**config.mk**
```make
export PLATFORM = sky130hd
export DESIGN_NAME = xxh_ctrl
export DESIGN_NICKNAME = d
export VERILOG_FILES = /design/src/hw/rtl/xxh_pkg.sv /design/src/hw/rtl/xxh_ctrl.sv
export VERILOG_INCLUDE_DIRS = /design/src /design/src/hw/rtl
export SDC_FILE = /design/constraint.sdc
export NUM_CORES = 1
export LEC_CHECK = 0
export BUFFER_PORTS_ARGS = -buffer_cell sky130_fd_sc_hd__buf_2
export CORE_ASPECT_RATIO = 1.1
export CORE_MARGIN = 2
export CORE_UTILIZATION = 45
export DETAILED_ROUTE_END_ITERATION = 12
export PLACE_DENSITY = 0.7
export SLEW_MARGIN = 10
export SYNTH_ARGS = -nofsm -noshare
export SYNTH_HDL_FRONTEND = slang
export SYNTH_SLANG_ARGS = --single-unit
```
**constraint.sdc**
```tcl
create_clock -name clk_i -period 6.13 [get_ports clk_i]
set_clock_uncertainty 0.2 [all_clocks]
set_input_delay 0 -clock clk_i [delete_from_list [all_inputs] [get_ports clk_i]]
set_output_delay 0 -clock clk_i [all_outputs]
set_load 0.01 [all_outputs]
```
**src/hw/rtl/xxhash64_stream_top_defines.svh**
```systemverilog
// Assertion macros for the xxhash64 stream block.
// No dependencies; included by the modules that carry assertions.
`ifndef XXHASH64_STREAM_TOP_DEFINES_SVH
`define XXHASH64_STREAM_TOP_DEFINES_SVH
`ifndef SYNTHESIS
`define XH_ASSERT(label, clk, rst_n, prop) \
  label: assert property (@(posedge clk) disable iff (!rst_n) prop) \
    else $error("assertion failed");
`define XH_ASSERT_ALWAYS(label, clk, prop) \
  label: assert property (@(posedge clk) prop) else $error("assertion failed");
`else
`define XH_ASSERT(label, clk, rst_n, prop)
`define XH_ASSERT_ALWAYS(label, clk, prop)
`endif
`endif

```
**src/hw/rtl/xxh_pkg.sv**
```systemverilog
// Package for the xxhash64 stream block: primes, command and status types.
// No dependencies.
package xxh_pkg;
  localparam logic [63:0] P1 = 64'h9E3779B185EBCA87;
  localparam logic [63:0] P2 = 64'hC2B2AE3D27D4EB4F;
  localparam logic [63:0] P3 = 64'h165667B19E3779F9;
  localparam logic [63:0] P4 = 64'h85EBCA77C2B2AE63;
  localparam logic [63:0] P5 = 64'h27D4EB2F165667C5;

  // Final phase of a 64x64 multiply built from three 32x32 partial products.
  localparam logic [1:0] MUL_LAST = 2'd2;

  // Datapath operations; multiply ops are held through their partial product phases.
  typedef enum logic [3:0] {
    OP_NONE,
    OP_LOAD,     // store word into stripe buffer, bump fill/length
    OP_MUL_A,    // t = x * P2 (x = stripe word or lane)
    OP_ROT_B,    // t = rotl(acc + t, 31) for absorb / rotl(t,31) for merge
    OP_MUL_C,    // lane = t * P1 or t*P1 merge prep
    OP_MERGE0,   // h = sum of rotated lanes
    OP_MERGE1,   // h = (h ^ t) * P1 + P4
    OP_SHORT,    // h = lane2 + P5
    OP_ADDLEN,   // h += total length
    OP_W8,       // h = rotl(h ^ t, 27) * P1 + P4
    OP_W4A,      // t = low32(tail) * P1
    OP_W4B,      // h = rotl(h ^ t, 23) * P2 + P3
    OP_B1A,      // t = byte * P5
    OP_B1B,      // h = rotl(h ^ t, 11) * P1
    OP_AVAL,     // one avalanche step
    OP_DONE      // clear fill and length, reload lanes
  } op_e;

  typedef struct packed {
    op_e        op;
    logic [1:0] sel;   // lane / word index
    logic [2:0] step;  // avalanche step, or bit 0 selects the merge variant
    logic [1:0] mph;   // partial product phase of a multiply
  } cmd_t;

  typedef struct packed {
    logic       long_msg;
    logic [5:0] fill;
    logic       idle_msg;  // no bytes since last hash
  } stat_t;

  function automatic logic [63:0] rotl(input logic [63:0] v, input int r);
    rotl = (v << r) | (v >> (64 - r));
  endfunction
endpackage

```
**src/hw/rtl/xxh_ctrl.sv**
```systemverilog
// Controller for the xxhash64 stream block: sequences datapath operations.
// Depends on xxh_pkg and the assertion macro header.
`include "xxhash64_stream_top_defines.svh"
module xxh_ctrl (
  input  logic            clk_i,
  input  logic            rst_ni,
  input  logic            in_valid,
  output logic            in_stall,
  input  logic            last_i,
  input  logic [3:0]      count_i,
  output logic [3:0]      count_o,
  output logic            out_valid,
  input  logic            out_stall,
  input  xxh_pkg::stat_t  stat_i,
  output xxh_pkg::cmd_t   cmd_o,
  output logic            seed_load_o
);
  typedef enum logic [3:0] {
    S_IDLE, S_ABS, S_FIN, S_MRG, S_LEN, S_W8, S_W4, S_B1, S_AVAL, S_DONE, S_OUT
  } state_e;

  state_e     state_q;
  logic [1:0] idx_q;
  logic [1:0] ph_q;
  logic [2:0] step_q;
  logic [1:0] words_q;
  logic [2:0] rest_q;
  logic [1:0] mph_q;
  logic       last_q;
  logic       out_valid_q;
  logic       take;
  logic       mul_op;
  logic       adv;
  logic [3:0] cnt;

  assign in_stall = (state_q != S_IDLE);
  assign take = in_valid && !in_stall;
  // Saturate to a full word unless this is a short last word.
  assign cnt = (!last_i || count_i > 4'd8) ? 4'd8 : count_i;
  assign count_o = cnt;
  assign out_valid = out_valid_q;
  assign seed_load_o = (state_q == S_DONE);

  always_comb begin
    cmd_o = '{op: xxh_pkg::OP_NONE, sel: idx_q, step: step_q, mph: mph_q};
    case (state_q)
      S_IDLE: if (take) cmd_o.op = xxh_pkg::OP_LOAD;
      S_ABS: begin
        cmd_o.step = 3'd0;
        case (ph_q)
          2'd0: cmd_o.op = xxh_pkg::OP_MUL_A;
          2'd1: cmd_o.op = xxh_pkg::OP_ROT_B;
          default: cmd_o.op = xxh_pkg::OP_MUL_C;
        endcase
      end
      S_FIN: cmd_o.op = stat_i.long_msg ? xxh_pkg::OP_MERGE0 : xxh_pkg::OP_SHORT;
      S_MRG: begin
        cmd_o.step = 3'd1;
        case (ph_q)
          2'd0: cmd_o.op = xxh_pkg::OP_MUL_A;
          2'd1: cmd_o.op = xxh_pkg::OP_ROT_B;
          2'd2: cmd_o.op = xxh_pkg::OP_MUL_C;
          default: cmd_o.op = xxh_pkg::OP_MERGE1;
        endcase
      end
      S_LEN: cmd_o.op = xxh_pkg::OP_ADDLEN;
      S_W8: begin
        cmd_o.step = 3'd0;
        case (ph_q)
          2'd0: cmd_o.op = xxh_pkg::OP_MUL_A;
          2'd1: begin
            cmd_o.op = xxh_pkg::OP_ROT_B;
            cmd_o.step = 3'd1;
          end
          2'd2: begin
            cmd_o.op = xxh_pkg::OP_MUL_C;
            cmd_o.step = 3'd1;
          end
          default: cmd_o.op = xxh_pkg::OP_W8;
        endcase
      end
      S_W4: cmd_o.op = ph_q[0] ? xxh_pkg::OP_W4B : xxh_pkg::OP_W4A;
      S_B1: cmd_o.op = ph_q[0] ? xxh_pkg::OP_B1B : xxh_pkg::OP_B1A;
      S_AVAL: cmd_o.op = xxh_pkg::OP_AVAL;
      S_DONE: cmd_o.op = xxh_pkg::OP_DONE;
      default: ;
    endcase
  end

  // Hold a multiply command for its three partial product phases.
  always_comb begin
    case (cmd_o.op)
      xxh_pkg::OP_MUL_A, xxh_pkg::OP_MUL_C, xxh_pkg::OP_MERGE1, xxh_pkg::OP_W8,
      xxh_pkg::OP_W4A, xxh_pkg::OP_W4B, xxh_pkg::OP_B1A, xxh_pkg::OP_B1B:
        mul_op = 1'b1;
      xxh_pkg::OP_AVAL: mul_op = step_q[0];
      default: mul_op = 1'b0;
    endcase
  end

  assign adv = !mul_op || (mph_q == xxh_pkg::MUL_LAST);

  always_ff @(posedge clk_i or negedge rst_ni) begin
    if (!rst_ni) begin
      state_q <= S_IDLE;
      idx_q <= '0;
      ph_q <= '0;
      step_q <= '0;
      words_q <= '0;
      rest_q <= '0;
      mph_q <= '0;
      last_q <= 1'b0;
      out_valid_q <= 1'b0;
    end else begin
      if (out_valid_q && !out_stall) out_valid_q <= 1'b0;
      if (mul_op) mph_q <= adv ? 2'd0 : mph_q + 2'd1;
      case (state_q)
        S_IDLE: begin
          if (take) begin
            last_q <= last_i;
            idx_q <= '0;
            ph_q <= '0;
            // A full stripe after this word is absorbed first.
            if (stat_i.fill + {2'd0, cnt} >= 6'd32) state_q <= S_ABS;
            else if (last_i) state_q <= S_FIN;
          end
        end
        S_ABS: if (adv) begin
          ph_q <= (ph_q == 2'd2) ? 2'd0 : ph_q + 2'd1;
          if (ph_q == 2'd2) begin
            idx_q <= idx_q + 2'd1;
            if (idx_q == 2'd3) state_q <= last_q ? S_FIN : S_IDLE;
          end
        end
        S_FIN: begin
          idx_q <= '0;
          ph_q <= '0;
          state_q <= stat_i.long_msg ? S_MRG : S_LEN;
        end
        S_MRG: if (adv) begin
          ph_q <= ph_q + 2'd1;
          if (ph_q == 2'd3) begin
            idx_q <= idx_q + 2'd1;
            if (idx_q == 2'd3) state_q <= S_LEN;
          end
        end
        S_LEN: begin
          words_q <= stat_i.fill[4:3];
          rest_q <= stat_i.fill[2:0];
          idx_q <= '0;
          ph_q <= '0;
          if (stat_i.fill[4:3] != 2'd0) state_q <= S_W8;
          else if (stat_i.fill[2]) state_q <= S_W4;
          else if (stat_i.fill[2:0] != 3'd0) state_q <= S_B1;
          else begin
            step_q <= '0;
            state_q <= S_AVAL;
          end
        end
        S_W8: if (adv) begin
          ph_q <= ph_q + 2'd1;
          if (ph_q == 2'd3) begin
            idx_q <= idx_q + 2'd1;
            if (idx_q + 2'd1 == words_q) begin
              if (rest_q[2]) state_q <= S_W4;
              else if (rest_q != 3'd0) state_q <= S_B1;
              else begin
                step_q <= '0;
                state_q <= S_AVAL;
              end
            end
          end
        end
        S_W4: if (adv) begin
          if (ph_q[0]) begin
            ph_q <= '0;
            rest_q <= rest_q - 3'd4;
            if (rest_q == 3'd4) begin
              step_q <= '0;
              state_q <= S_AVAL;
            end else state_q <= S_B1;
          end else ph_q <= ph_q + 2'd1;
        end
        S_B1: if (adv) begin
          if (ph_q[0]) begin
            ph_q <= '0;
            rest_q <= rest_q - 3'd1;
            if (rest_q == 3'd1) begin
              step_q <= '0;
              state_q <= S_AVAL;
            end
          end else ph_q <= ph_q + 2'd1;
        end
        S_AVAL: if (adv) begin
          step_q <= step_q + 3'd1;
          if (step_q == 3'd4) state_q <= S_DONE;
        end
        S_DONE: begin
          out_valid_q <= 1'b1;
          state_q <= S_OUT;
        end
        S_OUT: if (!out_valid_q || !out_stall) state_q <= S_IDLE;
        default: state_q <= S_IDLE;
      endcase
    end
  end

  `XH_ASSERT(a_busy_stall, clk_i, rst_ni, (state_q != S_IDLE) |-> in_stall)
  `XH_ASSERT(a_out_after_done, clk_i, rst_ni, $rose(out_valid_q) |-> $past(state_q == S_DONE))
  `XH_ASSERT(a_out_hold, clk_i, rst_ni, (out_valid_q && out_stall) |=> out_valid_q)
endmodule

```
==> summary.txt <==
Status
  – Status: finished clean

Detailed routing
  – Total number of vias: roughly 2100
  – First drt pass iteration count: 4
  – Drt wl/cell: 16.63 um
  – Detailed-route wire length: between 5000 and 6000 um
  – Detail Route met2 WL: 2751 um
  – Uppermost layer routed: met4
  – Number of antenna-violating nets in the routed design: 0
  – Iter 0 DRT Violations: between 150 and 200
  – Routed length on met3: between 300 and 400 um
  – Met1 Wirelength: between 2000 and 3000 um
  – Detailed-route DRC error count: 0
  – Routed via count divided by cell count: 6.151

Clock network
  – Clock latency reported for the late side of the worst-skew pair: ~0.26 ns
  – CTS Root Cell: clkbuf_8
  – Clock tree from TritonCTS: built
  – Number of buffers created by CTS: 3
  – Clock transition at the registers of the reported paths: around 0.08 ns
  – Maximum count of clock buffers along a single path: 2
  – Post-CTS Repair Setup Buffers: 0
  – Level count of the clock H-tree: 1
  – Clock sink count: 20
  – Post-cts repair resize count: 0
  – Hold-fix buffer count after cts: 7

STA
  – Unrepaired setup endpoints after global routing: no
  – Period utilization: between 50% and 60%
  – Worst setup slack after layout: around 2.6 ns
  – Measured slew at the worst slew-check pin: ~0.97 ns
  – Final slew viol count: 0
  – Final number of hold-violating endpoints: 0
  – Peak Freq: between 200 and 300 MHz
  – Fin crit period: about 3.6 ns
  – Aggregate negative setup slack: 0 ns
  – Slew margin rel.: roughly a third
  – Final Setup Violations: 0

Power and ir drop
  – Overall power consumption: between 1 and 1.5 mW
  – Power per Cell Area: ~530 mW/mm2
  – Worst-case vdd ir drop: 0.2620 mV
  – P_leak: roughly 1.1 nW

Logic synthesis
  – Number of flops mapped to enable cells by yosys: 0
  – Flip-flop and latch count after synthesis: 20
  – Synthesized-area fraction occupied by and/or/nand/nor cells: 22.46%
  – Post-synthesis xor/xnor area fraction: about 1.2%
  – Number of instances in the synthesized netlist: roughly 260
  – Async SR Flop Fraction: 100.0%
  – Proportion of synthesized chip area in sequential cells: a little under a quarter
  – Synth cell types: 73
  – Synthesized Nets: between 200 and 300
  – Number of warnings reported in the yosys synthesis log: 0
  – Main combinational cell family by area after synthesis: compound AO/OA/AOI/OAI gates
  – Compound-Gate Fraction of Synth Area: about 27%
  – Primary flip-flop cell chosen by synthesis mapping: dfrtp_1
  – Arithmetic-cell share of the synthesized area counting full adders, half adders and majority gates: roughly a tenth
  – Area of the mapped netlist: approximately 0.0022 mm2
  – Mux share of post-synthesis cell area: roughly 8.1%
  – Mean instance size in the synthesized netlist: 8.365 um2

Placed design
  – Worst Setup Slack post-DPL: 2.612 ns
  – Half-perimeter wire length after detailed placement: ~4200 um
  – Port Buf Inserts: 33
  – Weighted congestion at the end of routability-driven global placement: 0.8945

Worst setup path
  – Crit path arrival time: about 3.5 ns
  – Kind of critical path: reg2reg
  – Depth of the worst register-to-register path: 8
  – Worst setup path end: ph_q[1]
  – Reg-to-Reg End: ph_q[1]
  – Maximum fanout encountered on the critical timing path: 30
  – Critical Path RT: a little over 6 ns
  – Startpoint Class: flop
  – Worst setup path startpoint: state_q[2]
  – Critical register-to-register path startpoint: state_q[2]
  – Critical path capture point type: flop
  – Flop2flop setup slack: ~2.6 ns

Hold path
  – Startpoint of the worst hold path: stat_i[6]
  – Tightest Hold Check Type: in2reg

Cells and area
  – Number of filler cells placed in the layout: ~450
  – Most frequent standard cell in the layout excluding fill and tap cells: buf_2
  – Utilization after layout: a little over half
  – Combined area of the multi-input logic cells: between 0.0015 and 0.002 mm2
  – Proportion of layout cells with a drive suffix above 1: a little over a fifth
  – Signed area change from the synthesized netlist to the final layout: 11.98%
  – Top library cells by usage in the layout, fill and taps aside: buf_2, inv_1, nor2_1, dfrtp_1, ha_1
  – Antenna cell count: 0
  – Sequential standard cell area: roughly 500 um2
  – Layout net count: 324

Global routing
  – Overall global routing resource usage: between 20 and 25%
  – Initial antenna violation count: 0
  – Pin count of the biggest net entering global routing: 41
  – Global-route wire length before repair: 9715 um
  – Aggregate global routing overflow: 0
  – Number of global-route vias before repair: 2064

Flow run
  – Max-cap violations: 0

Floorplanning
  – Total die area: around 0.0054 mm2
  – Horizontal die dimension: between 70 and 80 um
  – Boundary pin count: 35
  – Number of core rows: 26
  – Die height: just under 80 um
  – Initial core utilization: a little under half
  – Core box area: approximately 0.0047 mm2
-- per-layer routing --
metal / GRT usage, % / vias to the layer above
li1: - / 1029
met1: 30.21 / 1003
met2: 34.34 / 75
met3: 3.022 / 9
met4: 7.115 / 0
met5: 0 / -
-- cell usage after synthesis (3+ instances only) --
| cell | count | area (um2) |
|---|---|---|
| a21o_1 | 5 | 37.54 |
| nand2b_1 | 8 | 50.05 |
| inv_1 | 20 | 75.07 |
| mux2_2 | 13 | 146.4 |
| a21oi_1 | 15 | 75.07 |
| o21ai_0 | 11 | 55.05 |
| clkbuf_1 | 8 | 30.03 |
| ha_1 | 17 | 212.7 |
| o211ai_1 | 3 | 22.52 |
| o31ai_1 | 3 | 22.52 |
| nand3_1 | 6 | 30.03 |
| nor3b_1 | 4 | 30.03 |
| nor2b_1 | 5 | 31.28 |
| buf_6 | 3 | 33.78 |
| nor3_1 | 7 | 35.03 |
| and2_1 | 3 | 18.77 |
| nor2_1 | 20 | 75.07 |
| buf_2 | 4 | 20.02 |
| nand2_1 | 12 | 45.04 |
| a211o_1 | 4 | 35.03 |
| dfrtp_1 | 20 | 500.5 |
-- report_power, final --
part	internal [mW]	switching (mW)
logic	0.395	0.536
registers	0.190	0.0807
clock network	0.0439	0.0481
total	0.629	0.664
-- kinds of logic after synthesis --
logic type,Yosys count
muxes,16
DFF,20
xor gates and xnor gates,3
buffers and inverters,39
adders and majority gates,17
and+or+nand+nor,87
AOI/OAI and AO/OA,79
-- stage by stage --
step,hold WS (ns),cell area [um2],cells
floorplan,-0.4956,2183,261
global placement,-0.2142,2333,334
global route,0.03889,2445,344
CTS,0.02521,2445,344
detailed placement,-0.2122,2333,334
finish,0.01754,2445,344
-- worst min-delay path by stage --
stage / end / depth (start not counted)
6_report: state_q[0] / 4
5_1_grt: state_q[0] / 4
4_1_cts: state_q[0] / 4
3_5_place_dp: state_q[1] / 1
3_3_place_gp: state_q[1] / 1
2_1_floorplan: idx_q[0] / 0
-- layout make-up --
cell class	instances	area share (%)
Multi-Input combinational cell	202	61.51
Tap cell	56	2.866
Timing Repair Buffer	42	10.24
Sequential cell	20	20.47
Clock buffer	3	1.689
Inverter	21	3.224
-- critical path, cell delays in order, from the launching register on --
cell and delay, ns:
dfrtp_1 0.93, nand2b_1 0.39, nor2_1 0.27, nor2_2 0.09, inv_2 0.08, a222oi_1 0.12, nor3_2 0.75, o31a_1 0.30
mux2_1 0.33
-- sequential cells by signal (all words and copies together), names as in the netlist --
| signal | cells |
|---|---|
| state_q | 4 |
| rest_q | 3 |
| step_q | 3 |
| idx_q | 2 |
| mph_q | 2 |
| ph_q | 2 |
| words_q | 2 |
| last_q | 1 |
| out_valid | 1 |
(Power assumes the default switching activity.)
